<file path="src/hdl/imab_pkg.sv">
// Shared types, constants and lookup functions for the IMA ADPCM block decoder.
package imab_pkg;

   localparam int STEP_TABLE_SIZE     = 89;
   localparam int GROUP_BYTES         = 4;
   localparam int HEADER_BYTES        = 4;
   localparam int MAX_STEP_POS        = 88;
   localparam int QUEUE_DEPTH_DEFAULT = 4;

   localparam int CODE_W      = 8;
   localparam int SAMPLE_W    = 16;
   localparam int BLOCK_W     = 16;
   localparam int VOL_W       = 7;
   localparam int POS_W       = 7;
   localparam int STEP_W      = 15;
   localparam int CSR_INDEX_W = 2;
   localparam int CSR_DATA_W  = 16;

   localparam logic [BLOCK_W-1:0] BLOCK_BYTES_RESET = 16'd1024;
   localparam logic [VOL_W-1:0]   VOLUME_RESET      = 7'd100;
   localparam logic [VOL_W-1:0]   FULL_VOLUME       = 7'd100;

   // floor(m/100) as (m * DIV_MULT) >> DIV_SHIFT, exact for m below 2^22
   localparam int              DIV_SHIFT = 29;
   localparam int              MAG_W     = SAMPLE_W + VOL_W;
   localparam logic [22:0]     DIV_MULT  = 23'd5368710;

   typedef enum logic [CSR_INDEX_W-1:0] {
      CSR_BLOCK_BYTES = 2'd0,
      CSR_STEREO      = 2'd1,
      CSR_VOLUME      = 2'd2
   } imab_csr_index_type;

   typedef enum logic [1:0] {
      KIND_HDR_PRED = 2'd0,
      KIND_HDR_STEP = 2'd1,
      KIND_MONO     = 2'd2,
      KIND_STEREO   = 2'd3
   } imab_kind_type;

   // One decode job handed from the front to the back
   typedef struct packed {
      imab_kind_type     kind;
      logic              ch;
      logic [15:0]       data;
      logic              last;
   } imab_cmd_type;

   localparam logic [STEP_W-1:0] STEP_SIZES [STEP_TABLE_SIZE] = '{
      15'd7, 15'd8, 15'd9, 15'd10, 15'd11, 15'd12, 15'd13, 15'd14, 15'd16, 15'd17,
      15'd19, 15'd21, 15'd23, 15'd25, 15'd28, 15'd31, 15'd34, 15'd37, 15'd41, 15'd45,
      15'd50, 15'd55, 15'd60, 15'd66, 15'd73, 15'd80, 15'd88, 15'd97, 15'd107, 15'd118,
      15'd130, 15'd143, 15'd157, 15'd173, 15'd190, 15'd209, 15'd230, 15'd253, 15'd279,
      15'd307, 15'd337, 15'd371, 15'd408, 15'd449, 15'd494, 15'd544, 15'd598, 15'd658,
      15'd724, 15'd796, 15'd876, 15'd963, 15'd1060, 15'd1166, 15'd1282, 15'd1411,
      15'd1552, 15'd1707, 15'd1878, 15'd2066, 15'd2272, 15'd2499, 15'd2749, 15'd3024,
      15'd3327, 15'd3660, 15'd4026, 15'd4428, 15'd4871, 15'd5358, 15'd5894, 15'd6484,
      15'd7132, 15'd7845, 15'd8630, 15'd9493, 15'd10442, 15'd11487, 15'd12635,
      15'd13899, 15'd15289, 15'd16818, 15'd18500, 15'd20350, 15'd22385, 15'd24623,
      15'd27086, 15'd29794, 15'd32767
   };

   function automatic logic [STEP_W-1:0] step_size(input logic [POS_W-1:0] pos);
      if (pos > POS_W'(MAX_STEP_POS)) begin
         return STEP_SIZES[MAX_STEP_POS];
      end
      return STEP_SIZES[pos];
   endfunction

   function automatic logic signed [4:0] index_move(input logic [2:0] code);
      logic signed [4:0] mv;
      unique case (code)
         3'd4:    mv = 5'sd2;
         3'd5:    mv = 5'sd4;
         3'd6:    mv = 5'sd6;
         3'd7:    mv = 5'sd8;
         default: mv = -5'sd1;
      endcase
      return mv;
   endfunction

endpackage

</file>
<file path="src/hdl/imab_if.sv">
// Channel interfaces: compressed byte input, PCM result output, register writes.
interface imab_req_if;
   import imab_pkg::*;
   logic              valid;
   logic              ready;
   logic [CODE_W-1:0] code_byte;
   logic              stream_end;
   modport source (output valid, code_byte, stream_end, input ready);
   modport sink   (input valid, code_byte, stream_end, output ready);
endinterface

interface imab_rsp_if;
   import imab_pkg::*;
   logic                       valid;
   logic                       ready;
   logic signed [SAMPLE_W-1:0] pcm_sample;
   logic                       run_last;
   logic                       stream_done;
   modport source (output valid, pcm_sample, run_last, stream_done, input ready);
   modport sink   (input valid, pcm_sample, run_last, stream_done, output ready);
endinterface

interface imab_csr_if;
   import imab_pkg::*;
   logic                   valid;
   logic                   ready;
   logic [CSR_INDEX_W-1:0] index;
   logic [CSR_DATA_W-1:0]  data;
   modport source (output valid, index, data, input ready);
   modport sink   (input valid, index, data, output ready);
endinterface

</file>
<file path="src/hdl/imab_front.sv">
// Front end: tracks the block offset, takes headers apart, buffers left bytes, issues jobs.
module imab_front (
   input  logic                         clock,
   input  logic                         reset,
   input  logic                         req_valid,
   output logic                         req_ready,
   input  logic [imab_pkg::CODE_W-1:0]  code_byte,
   input  logic                         stream_end,
   input  logic [imab_pkg::BLOCK_W-1:0] block_bytes,
   input  logic                         stereo,
   output logic                         push_valid,
   input  logic                         push_ready,
   output imab_pkg::imab_cmd_type       push_cmd
);
   import imab_pkg::*;

   localparam int GRP_SHIFT  = $clog2(2 * GROUP_BYTES);
   localparam int LEFT_W     = $clog2(GROUP_BYTES);
   localparam int HDR_POS_W  = $clog2(HEADER_BYTES);
   localparam logic [HDR_POS_W-1:0] HDR_POS_LOW  = HDR_POS_W'(0);
   localparam logic [HDR_POS_W-1:0] HDR_POS_HIGH = HDR_POS_W'(1);
   localparam logic [HDR_POS_W-1:0] HDR_POS_STEP = HDR_POS_W'(2);
   localparam logic [BLOCK_W-1:0]   STEREO_HDR   = BLOCK_W'(2 * HEADER_BYTES);

   logic [BLOCK_W-1:0] offset_ff, offset_in;
   logic [CODE_W-1:0]  header_low_ff, header_low_in;
   logic [CODE_W-1:0]  left_ff [GROUP_BYTES];

   logic [BLOCK_W-1:0]   hdr_len, blk_len, data_off, data_len;
   logic                 accept, in_header, in_group, is_left;
   logic [HDR_POS_W-1:0] hdr_pos;
   logic                 hdr_ch;
   logic [LEFT_W-1:0]    left_idx;
   logic [BLOCK_W:0]     off_next;
   logic [CODE_W-1:0]    step_clamped;

   assign req_ready = push_ready;
   assign accept    = req_valid && req_ready;

   always_comb begin
      hdr_len   = stereo ? STEREO_HDR : BLOCK_W'(HEADER_BYTES);
      blk_len   = (block_bytes < hdr_len) ? hdr_len : block_bytes;
      in_header = offset_ff < hdr_len;
      hdr_pos   = offset_ff[HDR_POS_W-1:0];
      hdr_ch    = offset_ff[HDR_POS_W];
      data_off  = offset_ff - STEREO_HDR;
      data_len  = blk_len - STEREO_HDR;
      in_group  = (data_off >> GRP_SHIFT) < (data_len >> GRP_SHIFT);
      is_left   = !data_off[GRP_SHIFT-1];
      left_idx  = data_off[LEFT_W-1:0];
      off_next  = {1'b0, offset_ff} + (BLOCK_W+1)'(1);
      step_clamped = (code_byte > CODE_W'(MAX_STEP_POS)) ? CODE_W'(MAX_STEP_POS)
                                                         : code_byte;
   end

   always_comb begin
      push_valid    = 1'b0;
      push_cmd.kind = KIND_MONO;
      push_cmd.ch   = hdr_ch;
      push_cmd.data = {8'd0, code_byte};
      push_cmd.last = stream_end;
      header_low_in = header_low_ff;
      if (in_header) begin
         if (hdr_pos == HDR_POS_LOW) begin
            header_low_in = accept ? code_byte : header_low_ff;
         end else if (hdr_pos == HDR_POS_HIGH) begin
            push_valid    = req_valid;
            push_cmd.kind = KIND_HDR_PRED;
            push_cmd.data = {code_byte, header_low_ff};
         end else if (hdr_pos == HDR_POS_STEP) begin
            push_valid    = req_valid;
            push_cmd.kind = KIND_HDR_STEP;
            push_cmd.data = {8'd0, step_clamped};
         end
      end else if (!stereo) begin
         push_valid = req_valid;
      end else if (in_group && !is_left) begin
         push_valid    = req_valid;
         push_cmd.kind = KIND_STEREO;
         push_cmd.data = {left_ff[left_idx], code_byte};
      end
   end

   // wrap at the end of the block or of the stream
   always_comb begin
      offset_in = offset_ff;
      if (accept) begin
         if (stream_end || off_next >= {1'b0, blk_len}) begin
            offset_in = '0;
         end else begin
            offset_in = off_next[BLOCK_W-1:0];
         end
      end
   end

   always_ff @(posedge clock) begin
      if (reset) begin
         offset_ff     <= '0;
         header_low_ff <= '0;
      end else begin
         offset_ff     <= offset_in;
         header_low_ff <= header_low_in;
      end
   end

   always_ff @(posedge clock) begin
      if (accept && !in_header && stereo && in_group && is_left) begin
         left_ff[left_idx] <= code_byte;
      end
   end

endmodule

</file>
<file path="src/hdl/imab_queue.sv">
// Small job queue between front and back.
module imab_queue #(
   parameter int DEPTH = imab_pkg::QUEUE_DEPTH_DEFAULT
) (
   input  logic                   clock,
   input  logic                   reset,
   input  logic                   push_valid,
   output logic                   push_ready,
   input  imab_pkg::imab_cmd_type push_cmd,
   output logic                   pop_valid,
   input  logic                   pop_ready,
   output imab_pkg::imab_cmd_type pop_cmd
);
   import imab_pkg::*;

   localparam int PTR_W = (DEPTH > 1) ? $clog2(DEPTH) : 1;
   localparam int CNT_W = $clog2(DEPTH + 1);

   imab_cmd_type       mem_ff [DEPTH];
   logic [PTR_W-1:0]   wr_ff, wr_in, rd_ff, rd_in;
   logic [CNT_W-1:0]   count_ff, count_in;
   logic               do_push, do_pop;

   assign push_ready = count_ff != CNT_W'(DEPTH);
   assign pop_valid  = count_ff != '0;
   assign pop_cmd    = mem_ff[rd_ff];
   assign do_push    = push_valid && push_ready;
   assign do_pop     = pop_valid && pop_ready;

   always_comb begin
      wr_in    = wr_ff;
      rd_in    = rd_ff;
      count_in = count_ff;
      if (do_push) begin
         wr_in = (wr_ff == PTR_W'(DEPTH - 1)) ? '0 : wr_ff + PTR_W'(1);
      end
      if (do_pop) begin
         rd_in = (rd_ff == PTR_W'(DEPTH - 1)) ? '0 : rd_ff + PTR_W'(1);
      end
      if (do_push && !do_pop) begin
         count_in = count_ff + CNT_W'(1);
      end else if (do_pop && !do_push) begin
         count_in = count_ff - CNT_W'(1);
      end
   end

   always_ff @(posedge clock) begin
      if (reset) begin
         wr_ff    <= '0;
         rd_ff    <= '0;
         count_ff <= '0;
      end else begin
         wr_ff    <= wr_in;
         rd_ff    <= rd_in;
         count_ff <= count_in;
      end
   end

   always_ff @(posedge clock) begin
      if (do_push) begin
         mem_ff[wr_ff] <= push_cmd;
      end
   end

endmodule

</file>
<file path="src/hdl/imab_back.sv">
// Back end: nibble decoder with channel state, then volume scaling pipeline.
module imab_back (
   input  logic                                clock,
   input  logic                                reset,
   input  logic [imab_pkg::VOL_W-1:0]          volume_percent,
   input  logic                                cmd_valid,
   output logic                                cmd_ready,
   input  imab_pkg::imab_cmd_type              cmd,
   output logic                                rsp_valid,
   input  logic                                rsp_ready,
   output logic signed [imab_pkg::SAMPLE_W-1:0] pcm_sample,
   output logic                                run_last,
   output logic                                stream_done
);
   import imab_pkg::*;

   localparam int PROD_W = MAG_W + 23;
   localparam int D_W    = SAMPLE_W + 2;

   logic signed [SAMPLE_W-1:0] pred_ff [2];
   logic [POS_W-1:0]           pos_ff [2];
   logic [1:0]                 step_ff, step_in;

   // decode stage result
   logic                       s1_valid_ff, s1_valid_in;
   logic signed [SAMPLE_W-1:0] s1_sample_ff, s1_sample_in;
   logic                       s1_last_ff, s1_last_in, s1_done_ff, s1_done_in;
   // magnitude times volume
   logic                       s2_valid_ff, s2_last_ff, s2_done_ff, s2_neg_ff, s2_pass_ff;
   logic [MAG_W-1:0]           s2_mag_ff;
   logic signed [SAMPLE_W-1:0] s2_sample_ff;
   // reciprocal multiply
   logic                       s3_valid_ff, s3_last_ff, s3_done_ff, s3_neg_ff, s3_pass_ff;
   logic [PROD_W-1:0]          s3_prod_ff;
   logic signed [SAMPLE_W-1:0] s3_sample_ff;
   // output register
   logic                       out_valid_ff;
   logic signed [SAMPLE_W-1:0] out_sample_ff, out_sample_in;
   logic                       out_last_ff, out_done_ff;

   logic                       adv, final_step, ch, emit, upd_pred, upd_pos;
   logic [3:0]                 code;
   logic [POS_W-1:0]           pos, new_pos;
   logic [STEP_W-1:0]          step;
   logic [SAMPLE_W-1:0]        delta, s1_abs, quot;
   logic signed [D_W-1:0]      sum;
   logic signed [POS_W+1:0]    np;
   logic signed [SAMPLE_W-1:0] new_pred;

   // the whole pipe moves when the output register can take a word
   assign adv = !out_valid_ff || rsp_ready;

   always_comb begin
      unique case (cmd.kind)
         KIND_MONO: begin
            final_step = step_ff == 2'd1;
            ch         = 1'b0;
            code       = step_ff[0] ? cmd.data[7:4] : cmd.data[3:0];
         end
         KIND_STEREO: begin
            final_step = step_ff == 2'd3;
            ch         = step_ff[0];
            code       = step_ff[0] ? (step_ff[1] ? cmd.data[7:4] : cmd.data[3:0])
                                    : (step_ff[1] ? cmd.data[15:12] : cmd.data[11:8]);
         end
         default: begin
            final_step = 1'b1;
            ch         = cmd.ch;
            code       = cmd.data[3:0];
         end
      endcase
   end

   always_comb begin
      pos   = pos_ff[ch];
      step  = step_size(pos);
      delta = SAMPLE_W'(step >> 3);
      if (code[0]) delta = delta + SAMPLE_W'(step >> 2);
      if (code[1]) delta = delta + SAMPLE_W'(step >> 1);
      if (code[2]) delta = delta + SAMPLE_W'(step);
      if (code[3]) begin
         sum = D_W'(pred_ff[ch]) - $signed({2'b00, delta});
      end else begin
         sum = D_W'(pred_ff[ch]) + $signed({2'b00, delta});
      end
      if (sum > D_W'(32767)) begin
         new_pred = 16'sh7fff;
      end else if (sum < -D_W'(32768)) begin
         new_pred = 16'sh8000;
      end else begin
         new_pred = sum[SAMPLE_W-1:0];
      end
      np = $signed({2'b00, pos}) + (POS_W+2)'(index_move(code[2:0]));
      if (np < 0) begin
         new_pos = '0;
      end else if (np > (POS_W+2)'(MAX_STEP_POS)) begin
         new_pos = POS_W'(MAX_STEP_POS);
      end else begin
         new_pos = np[POS_W-1:0];
      end
   end

   always_comb begin
      cmd_ready    = adv && final_step;
      step_in      = step_ff;
      emit         = 1'b0;
      upd_pred     = 1'b0;
      upd_pos      = 1'b0;
      s1_sample_in = new_pred;
      if (cmd_valid && adv) begin
         step_in = final_step ? 2'd0 : step_ff + 2'd1;
         unique case (cmd.kind)
            KIND_HDR_PRED: begin
               emit         = 1'b1;
               upd_pred     = 1'b1;
               s1_sample_in = $signed(cmd.data);
            end
            KIND_HDR_STEP: begin
               upd_pos = 1'b1;
            end
            default: begin
               emit     = 1'b1;
               upd_pred = 1'b1;
               upd_pos  = 1'b1;
            end
         endcase
      end
      s1_valid_in = adv ? emit : s1_valid_ff;
      s1_last_in  = final_step;
      s1_done_in  = final_step && cmd.last;
   end

   always_ff @(posedge clock) begin
      if (reset) begin
         pred_ff[0] <= '0;
         pred_ff[1] <= '0;
         pos_ff[0]  <= '0;
         pos_ff[1]  <= '0;
         step_ff    <= '0;
      end else begin
         step_ff <= step_in;
         if (upd_pred) begin
            pred_ff[ch] <= s1_sample_in;
         end
         if (upd_pos) begin
            pos_ff[ch] <= (cmd.kind == KIND_HDR_STEP) ? cmd.data[POS_W-1:0] : new_pos;
         end
      end
   end

   assign s1_abs = s1_sample_ff[SAMPLE_W-1] ? SAMPLE_W'(-s1_sample_ff) : s1_sample_ff;
   assign quot   = s3_prod_ff[DIV_SHIFT +: SAMPLE_W];

   always_comb begin
      if (s3_pass_ff) begin
         out_sample_in = s3_sample_ff;
      end else if (s3_neg_ff) begin
         out_sample_in = $signed(SAMPLE_W'(-quot));
      end else begin
         out_sample_in = $signed(quot);
      end
   end

   always_ff @(posedge clock) begin
      if (reset) begin
         s1_valid_ff  <= 1'b0;
         s2_valid_ff  <= 1'b0;
         s3_valid_ff  <= 1'b0;
         out_valid_ff <= 1'b0;
      end else begin
         s1_valid_ff <= s1_valid_in;
         if (adv) begin
            s2_valid_ff  <= s1_valid_ff;
            s3_valid_ff  <= s2_valid_ff;
            out_valid_ff <= s3_valid_ff;
         end
      end
   end

   always_ff @(posedge clock) begin
      if (adv) begin
         s1_sample_ff  <= s1_sample_in;
         s1_last_ff    <= s1_last_in;
         s1_done_ff    <= s1_done_in;
         s2_mag_ff     <= MAG_W'(s1_abs) * MAG_W'(volume_percent);
         s2_neg_ff     <= s1_sample_ff[SAMPLE_W-1];
         s2_pass_ff    <= volume_percent >= FULL_VOLUME;
         s2_sample_ff  <= s1_sample_ff;
         s2_last_ff    <= s1_last_ff;
         s2_done_ff    <= s1_done_ff;
         s3_prod_ff    <= PROD_W'(s2_mag_ff) * PROD_W'(DIV_MULT);
         s3_neg_ff     <= s2_neg_ff;
         s3_pass_ff    <= s2_pass_ff;
         s3_sample_ff  <= s2_sample_ff;
         s3_last_ff    <= s2_last_ff;
         s3_done_ff    <= s2_done_ff;
         out_sample_ff <= out_sample_in;
         out_last_ff   <= s3_last_ff;
         out_done_ff   <= s3_done_ff;
      end
   end

   assign rsp_valid   = out_valid_ff;
   assign pcm_sample  = out_sample_ff;
   assign run_last    = out_last_ff;
   assign stream_done = out_done_ff;

endmodule

</file>
<file path="src/hdl/ima_adpcm_block_decoder.sv">
// Top level of the block-structured IMA ADPCM decoder: config registers and the three parts.
//
// Takes the compressed stream one byte per word on req_bus and returns signed 16-bit PCM
// words on rsp_bus. Each block starts with a 4-byte header per channel (predictor low,
// predictor high, step index clamped to 88, spare); the header predictor comes out as a
// sample. Mono data bytes give two samples, low nibble first. Stereo data arrives as four
// left bytes, held in a small buffer, then four right bytes; each right byte gives
// L lo, R lo, L hi, R hi. Stereo bytes after the last full group of a block give nothing.
// run_last marks the last sample of each byte and stream_done the last sample of the byte
// flagged with stream_end. Below 100 percent the volume scales each sample, truncating
// towards zero. The front part takes one byte per cycle into a job queue while the queue
// has room; the back part decodes one nibble per cycle while the output register is not
// held. Header low and spare bytes, stereo left bytes and skipped tail bytes make no job.
// With the queue empty a byte's job passes the queue memory and the decode, magnitude,
// reciprocal and output registers to rsp_bus. While the output register holds an untaken
// sample, the whole back part holds; the queue takes bytes until full, then req_bus stalls.
// Write the registers on csr_bus only while the decoder is idle: index 0 block_bytes,
// 1 stereo, 2 volume_percent; other indexes are dropped.
module ima_adpcm_block_decoder #(
   parameter int QUEUE_DEPTH = imab_pkg::QUEUE_DEPTH_DEFAULT
) (
   input  logic       clock,
   input  logic       reset,
   imab_req_if.sink   req_bus,
   imab_rsp_if.source rsp_bus,
   imab_csr_if.sink   csr_bus
);
   import imab_pkg::*;

   logic [BLOCK_W-1:0] block_bytes_ff, block_bytes_in;
   logic               stereo_ff, stereo_in;
   logic [VOL_W-1:0]   volume_ff, volume_in;
   logic               csr_write;

   logic               push_valid, push_ready, pop_valid, pop_ready;
   imab_cmd_type       push_cmd, pop_cmd;

   // register port never stalls
   assign csr_bus.ready = 1'b1;
   assign csr_write     = csr_bus.valid && csr_bus.ready;

   always_comb begin
      block_bytes_in = block_bytes_ff;
      stereo_in      = stereo_ff;
      volume_in      = volume_ff;
      if (csr_write) begin
         unique case (csr_bus.index)
            CSR_BLOCK_BYTES: block_bytes_in = csr_bus.data[BLOCK_W-1:0];
            CSR_STEREO:      stereo_in      = csr_bus.data[0];
            CSR_VOLUME:      volume_in      = csr_bus.data[VOL_W-1:0];
            default:         ; // unused index: drop the word
         endcase
      end
   end

   always_ff @(posedge clock) begin
      if (reset) begin
         block_bytes_ff <= BLOCK_BYTES_RESET;
         stereo_ff      <= 1'b0;
         volume_ff      <= VOLUME_RESET;
      end else begin
         block_bytes_ff <= block_bytes_in;
         stereo_ff      <= stereo_in;
         volume_ff      <= volume_in;
      end
   end

   // front: offset tracking, header capture, left-byte buffer
   imab_front u_front (
      .clock       (clock),
      .reset       (reset),
      .req_valid   (req_bus.valid),
      .req_ready   (req_bus.ready),
      .code_byte   (req_bus.code_byte),
      .stream_end  (req_bus.stream_end),
      .block_bytes (block_bytes_ff),
      .stereo      (stereo_ff),
      .push_valid  (push_valid),
      .push_ready  (push_ready),
      .push_cmd    (push_cmd)
   );

   // decouple byte intake from nibble decoding
   imab_queue #(
      .DEPTH (QUEUE_DEPTH)
   ) u_queue (
      .clock      (clock),
      .reset      (reset),
      .push_valid (push_valid),
      .push_ready (push_ready),
      .push_cmd   (push_cmd),
      .pop_valid  (pop_valid),
      .pop_ready  (pop_ready),
      .pop_cmd    (pop_cmd)
   );

   // back: predictor state, nibble decode, volume scaling, output register
   imab_back u_back (
      .clock          (clock),
      .reset          (reset),
      .volume_percent (volume_ff),
      .cmd_valid      (pop_valid),
      .cmd_ready      (pop_ready),
      .cmd            (pop_cmd),
      .rsp_valid      (rsp_bus.valid),
      .rsp_ready      (rsp_bus.ready),
      .pcm_sample     (rsp_bus.pcm_sample),
      .run_last       (rsp_bus.run_last),
      .stream_done    (rsp_bus.stream_done)
   );

endmodule
</file>
<file path="src/flat_wrapper.sv">
// flat-port wrapper written by rule: the top's interface ports become plain ports
module ima_adpcm_block_decoder_flat import imab_pkg::*;
#(
   parameter int QUEUE_DEPTH = imab_pkg::QUEUE_DEPTH_DEFAULT
)
  (clock, reset, req_bus_valid, req_bus_code_byte, req_bus_stream_end, req_bus_ready, rsp_bus_valid, rsp_bus_pcm_sample, rsp_bus_run_last, rsp_bus_stream_done, rsp_bus_ready, csr_bus_valid, csr_bus_index, csr_bus_data, csr_bus_ready);
  imab_req_if req_bus_i ();
  imab_rsp_if rsp_bus_i ();
  imab_csr_if csr_bus_i ();
  input  logic clock;
  input  logic reset;
  input wire logic [$bits(req_bus_i.valid)-1:0] req_bus_valid;
  input wire logic [$bits(req_bus_i.code_byte)-1:0] req_bus_code_byte;
  input wire logic [$bits(req_bus_i.stream_end)-1:0] req_bus_stream_end;
  output wire logic [$bits(req_bus_i.ready)-1:0] req_bus_ready;
  output wire logic [$bits(rsp_bus_i.valid)-1:0] rsp_bus_valid;
  output wire logic [$bits(rsp_bus_i.pcm_sample)-1:0] rsp_bus_pcm_sample;
  output wire logic [$bits(rsp_bus_i.run_last)-1:0] rsp_bus_run_last;
  output wire logic [$bits(rsp_bus_i.stream_done)-1:0] rsp_bus_stream_done;
  input wire logic [$bits(rsp_bus_i.ready)-1:0] rsp_bus_ready;
  input wire logic [$bits(csr_bus_i.valid)-1:0] csr_bus_valid;
  input wire logic [$bits(csr_bus_i.index)-1:0] csr_bus_index;
  input wire logic [$bits(csr_bus_i.data)-1:0] csr_bus_data;
  output wire logic [$bits(csr_bus_i.ready)-1:0] csr_bus_ready;
  assign req_bus_i.valid = req_bus_valid;
  assign req_bus_i.code_byte = req_bus_code_byte;
  assign req_bus_i.stream_end = req_bus_stream_end;
  assign req_bus_ready = req_bus_i.ready;
  assign rsp_bus_valid = rsp_bus_i.valid;
  assign rsp_bus_pcm_sample = rsp_bus_i.pcm_sample;
  assign rsp_bus_run_last = rsp_bus_i.run_last;
  assign rsp_bus_stream_done = rsp_bus_i.stream_done;
  assign rsp_bus_i.ready = rsp_bus_ready;
  assign csr_bus_i.valid = csr_bus_valid;
  assign csr_bus_i.index = csr_bus_index;
  assign csr_bus_i.data = csr_bus_data;
  assign csr_bus_ready = csr_bus_i.ready;
  ima_adpcm_block_decoder #(.QUEUE_DEPTH(QUEUE_DEPTH)) u_core (.clock(clock), .reset(reset), .req_bus(req_bus_i), .rsp_bus(rsp_bus_i), .csr_bus(csr_bus_i));
endmodule
</file>
<file path="config.mk">
export PLATFORM = sky130hd
export DESIGN_NAME = ima_adpcm_block_decoder_flat
export DESIGN_NICKNAME = d
export VERILOG_FILES = /design/src/hdl/imab_pkg.sv /design/src/hdl/imab_if.sv /design/src/hdl/imab_front.sv /design/src/hdl/imab_queue.sv /design/src/hdl/imab_back.sv /design/src/hdl/ima_adpcm_block_decoder.sv /design/src/flat_wrapper.sv
export SDC_FILE = /design/constraint.sdc
export NUM_CORES = 2
export LEC_CHECK = 0
export ABC_AREA = 1
export CORE_MARGIN = 3
export CORE_UTILIZATION = 45
export CTS_CLUSTER_DIAMETER = 100
export DETAILED_ROUTE_END_ITERATION = 6
export DONT_BUFFER_PORTS = 1
export SYNTH_ARGS = -nofsm -noshare
export SYNTH_HDL_FRONTEND = slang
export SYNTH_SLANG_ARGS = --single-unit
</file>
<file path="constraint.sdc">
create_clock -name clock -period 17.26 [get_ports clock]
set_input_delay 1.726 -clock clock [delete_from_list [all_inputs] [get_ports clock]]
set_output_delay 1.726 -clock clock [all_outputs]
set_load 0.005 [all_outputs]
</file>
# ---- After elaboration in Yosys (flattened, before gate mapping)
# Memories as Yosys holds them, arrays and structs flattened. A register that Yosys moved wholly into a read port is not among the register bits.
# Cells that the tools add are included.
dict set report classes {
  addsub 16
  mul 2
  div 0
  n_lt_le_gt_ge 12
  n_eq_ne 16
  shift 0
  n_mux 78
  bitwise_logic 1
  n_reduce_logical 31
}
# cell n
set op_table {}
lappend op_table {{$mux 16} 17}
lappend op_table {{$mux 15} 4}
lappend op_table {{$mul 23x22->44 const B} 1}
lappend op_table {{$lt 16x4->1} 2}
lappend op_table {{$neg 16->16} 2}
lappend op_table {{$sub 16x4->16 const B} 2}
lappend op_table {{$mux 1} 29}
lappend op_table {{$mux 7} 4}
lappend op_table {{$mul 16x7->23} 1}
lappend op_table {{$mux 4} 5}
lappend op_table {{$pmux 5 s4} 1}
lappend op_table {{$add 16x17->18} 1}
lappend op_table {{$gt 18x16->1 const B} 1}
lappend op_table {{$lt 18x16->1 const B} 1}
lappend op_table {{$mux 18} 1}
lappend op_table {{$mux 2} 9}
lappend op_table {{$sub 16x17->18} 1}
lappend op_table {{$add 16x1->17 const B} 1}
lappend op_table {{$ge 17x16->1} 1}
lappend op_table {{$add 16x14->16} 1}
lappend op_table {{$add 16x15->16} 1}
lappend op_table {{$mux 8} 2}
lappend op_table {{$reduce_or 16->1} 1}
lappend op_table {{$add 12x13->14} 1}
lappend op_table {{29 further kinds} 66}
dict set report totals {
  reg_bits 204
  latch_bits 0
  mem_bits_rw 158
  romBits 1920
  input_bits 32
  output_inout_bits 21
  wordCells 192
  memories 5
}
# name depth word_bits read_ports rd_clocked_by_memory_dff write_ports line_no
set mem_list {}
lappend mem_list {{(no name shown)} 128 15 1 0 0 imab_pkg.sv:67} ;# return STEP_SIZES[pos];
lappend mem_list {u_core.u_queue.mem_ff 4 20 1 1 1 imab_queue.sv:19} ;# imab_cmd_type mem_ff [DEPTH];
lappend mem_list {u_core.u_back.pred_ff 2 16 1 0 2 imab_back.sv:20} ;# logic signed [SAMPLE_W-1:0] pred_ff [2];
lappend mem_list {u_core.u_front.left_ff 4 8 1 0 1 imab_front.sv:27} ;# logic [CODE_W-1:0] left_ff [GROUP_BYTES];
lappend mem_list {u_core.u_back.pos_ff 2 7 1 0 2 imab_back.sv:21} ;# logic [POS_W-1:0] pos_ff [2];

# ---- Depth between registers and ports, before layout
# An unclocked memory read counts as a cell.
dict set report logic_depth {
  depth_word 22
  ltp_mapped 74
  ltp_nobuf 72
}

# ---- Hierarchy
# From an unflattened synthesis, not the netlist that was laid out.
dict set report hier_totals {
  cells_unflattened 3790
  area_unflattened_um2 33009.2
}
# module n_inst cells_each area_each_um2 seq_area_each_um2
set modules_own_cells {}
lappend modules_own_cells {imab_back 1 2807 24126.9 4894.7}
lappend modules_own_cells {imab_front 1 565 4354.2 1441.4}
lappend modules_own_cells {imab_queue 1 263 3444.6 2582.5}
lappend modules_own_cells {ima_adpcm_block_decoder 1 155 1083.5 480.5}

# ---- Worst setup path after synthesis
# No wires, ideal clock.
dict set report synth_path {
  path_type {reg2reg}
  startpoint {reg (tool-made name)}
  endpoint {mem u_core.u_back.pred_ff[0][5] (data pin)}
  setup_ps 256
  t_arrival_ps 8445
  t_required_ps 17004
  setup_slack_ps 8559
  path_stages_with_launch 68
  synth_period_minus_slack_ps 8701
  path_cell_list {dfxtp_1 -> buf_4 -> inv_2 -> buf_6 -> nand3_1 -> nand2_2 -> nand3_4 -> nand2_4 -> nand2_1 -> nand2_2 -> buf_6 -> clkbuf_1 -> clkbuf_1 -> nand2_1 -> nand3_1 -> o21ai_0 -> o21ai_0 -> o2111ai_1 -> [... 32 more ...] -> a21oi_1 -> o21ai_0 -> nand2_1 -> nand2_1 -> a21o_1 -> nand2_1 -> nand2_1 -> a21oi_1 -> xnor2_1 -> inv_1 -> nand4_1 -> nand2_2 -> nand2_4 -> nand2_4 -> buf_8 -> nand2_2 -> nand2_2 -> nor2_1}
}
# item line_no
set synth_rtl {}
lappend synth_rtl {{end: declaration} imab_back.sv:20}

==> reports/metrics.csv <==
metric,value,unit
grt_pass1_wl,131000,um
grt_overflow,0,
async_reset_ff_share,0,%
crit_type,reg2reg,
fp-row-count,97,
die_y,274,um
status,completed,
crit_slowest_cell,inv_2,
grtUsageTotal,22.1,%
place_congestion,0.936,
setup_viol,0,
cpMostUsedCell,nand2_1,
diodes,0,
io_pins,53,
cts_tree,done,
htree_num_levels,2,
met1_usage,31.8,%
synth_cells,3664,
cts_root_buffer,clkbuf_16,
nets,4337,
ys_seq_elements,334,
cp_slowest_stage_delay,0.48,ns
fin_skew,0.0580,ns
drv_cap,0,
cts_made_buffers,40,
grt_max_degree,67,
ys.flop_type,edfxtp_1,
drtIter0Drc,1830,
clkSinkCount,334,
die_w,274,um
drt_wl_total,81500,um
synth_edf_count,271,
synth_area_per_cell,8.82,um2
drtPass1Iterations,5,
fin_crit,10.79,ns
syn2layout_area_growth,6.77,%
start_util,45.7,%
drv_slew,0,
drt-wirelength-per-cell,17.7,um
synth_warnings,0,
max_freq,0.0927,GHz
min_period_over_period,62.5,%
netlist_area,0.0323,mm2
syn_nets,4359,
worst_pin_slew,1.09,ns
drive_gt1_share,5.17,%
ys_seq_area_share,29.1,%
fin_setup_tns,0,ns
cts_hold_buf,0,
rsz0062_at_grt,no,
detailed_place_hpwl,64000,um
cp_max_fo,41,
grt_pass1_vias,23800,
busiest_layer,met2,
reg2reg_slack,6.47,ns
numPortBuffers,0,
drc,0,
antenna_found_initial,0,
cts_resized,0,
end_kind,register,
clockBufferDepth,3,
met2_usage,35.2,%
relSlewSlack,26.9,%
grtUsageMet3,3.19,%
fill_cells,6792,
required,17.53,ns
postRouteAntennaNets,0,
dieArea,0.0751,mm2
worstPathArrival,11.06,ns
start_kind,register,
coreArea,0.0706,mm2
yosysUniqueCellTypes,74,
clk_pin_slew,0.06,ns
vias_per_cell,5.24,
hold_violations,0,
clk_latency,0.59,ns
min_path_type,reg2reg,
post-cts-setup-buffers,0,
num_vias,24200,
-- registers in the layout, indices dropped and copies added (netlist names), 2 cells and up, named ones only --
register and count:
u_core.u_queue.count_ff 3, u_core.u_back.pos_ff 14, u_core.block_bytes_ff 16, u_core.u_back.s2_sample_ff 15, u_core.volume_ff 7, u_core.u_back.step_ff 2, u_core.u_back.pred_ff 32, u_core.u_back.s2_mag_ff 23
u_core.u_queue.wr_ff 2, u_core.u_front.offset_ff 16, u_core.u_front.header_low_ff 8, u_core.u_queue.mem_ff 80, u_core.u_back.s1_sample_ff 16, u_core.u_back.s3_sample_ff 15, u_core.u_queue.rd_ff 2, u_core.u_back.s3_prod_ff 16
u_core.u_back.pcm_sample 16, u_core.u_front.left_ff 32
-- cells in the mapped netlist, drive strengths merged (2+ instances only) --
library cell,number,area share (%)
a21boi,2,0.046
a211oi,9,0.22
a32oi,10,0.27
a32o,9,0.28
fa,261,16
inv,615,7.1
and2,4,0.077
o22ai,18,0.35
or2,12,0.23
a31oi,18,0.37
a21o,8,0.19
nand3,157,2.7
ha,402,16
nand2,776,9.7
a22oi,8,0.19
clkinv,7,0.081
dfxtp,63,3.9
o211ai,12,0.28
clkbuf,50,0.59
nor3,41,0.65
xor2,110,3.0
edfxtp,271,25
xnor2,33,0.89
o31ai,4,0.093
nand3b,8,0.19
or3,2,0.039
o2111ai,3,0.081
o311ai,2,0.054
a221oi,4,0.11
o21bai,15,0.38
a21oi,210,3.3
nand4,25,0.48
buf,28,0.73
o21a,3,0.074
o221ai,2,0.054
o21ai,157,2.5
nor2,279,3.3
nor4,12,0.23
-- cell type report --
class | count | area [um2] | area share, %
Multi-Input combinational cell | 2630 | 20200 | 58.4
Sequential cell | 334 | 9400 | 27.2
Inverter | 622 | 2340 | 6.77
Tap cell | 940 | 1180 | 3.41
Clock buffer | 50 | 1060 | 3.07
Clock inverter | 24 | 263 | 0.762
Timing Repair Buffer | 14 | 105 | 0.305
-- logic make-up after synthesis --
group	synth area share, %
DFF	29.1
adders and majority gates	31.7
buffers and inverters	8.55
and+or+nand+nor	17.7
AOI/OAI and AO/OA	9.01
muxes	0.0310
other	0.0116
xor gates and xnor gates	3.88
-- layout by cell type (no fill, tap or decap), types with 12 or more instances in the layout --
cell,n
a21oi_1,210
a31oi_1,17
buf_4,14
clkbuf_16,40
clkinv_1,13
dfxtp_1,63
edfxtp_1,271
fa_1,261
ha_1,402
inv_1,606
nand2_1,715
nand2_2,50
nand3_1,141
nand3_2,14
nand4_1,25
nor2_1,267
nor2_2,12
nor3_1,40
nor4_1,12
o211ai_1,12
o21ai_0,148
o21bai_1,14
o22ai_1,18
xnor2_1,33
xor2_1,110
-- path summary, 6_finish.rpt --
kind | startpoint | to | cells after the start
setup reg to reg | register | u_core.u_back.pred_ff[0][3]$_SDFFCE_PN0P_ | 68
hold reg to reg | u_core.u_back.s2_sample_ff[13]$_DFFE_PN_ | u_core.u_back.s3_sample_ff[13]$_DFFE_PN_ | 0
hold / removal | u_core.u_back.s2_sample_ff[13]$_DFFE_PN_ | u_core.u_back.s3_sample_ff[13]$_DFFE_PN_ | 0
setup / recovery | register | u_core.u_back.pred_ff[0][3]$_SDFFCE_PN0P_ | 68
-- worst max-delay path, delay by kind of cell, from the launching register on --
family,cells,cell delay (ns)
buffers and inverters,7,0.96
adders and majority gates,5,1.68
xor gates and xnor gates,4,0.57
AOI/OAI and AO/OA,11,2.00
DFF,1,0.31
and+or+nand+nor,41,4.93
-- metal layers --
layer  share of wire (%)  vias up
met4                 1.8        0
li1                    -    12000
met3                 5.5       84
met2                  45      599
met5                   0        -
met1                  48    11500
-- through the flow --
| step | setup slack (ns) | hold slack (ns) | instance area, um2 | cells | utilization, % |
|---|---|---|---|---|---|
| after detailed placement | 6.66 | 0.405 | 33200 | 4540 | 47.0 |
| after global routing | 5.30 | 0.424 | 34500 | 4614 | 48.8 |
| final | 6.47 | 0.413 | 34500 | 4614 | 48.8 |
| after global placement | 6.97 | 0.400 | 33200 | 4540 | 47.0 |
| after CTS | 6.55 | 0.401 | 34500 | 4614 | 48.8 |
| after floorplan | 8.56 | 0.400 | 32300 | 3664 | - |
Power is left out: the tool's default activity adds up to more than one toggle a clock period on the data nets, which glitch-free logic cannot reach.
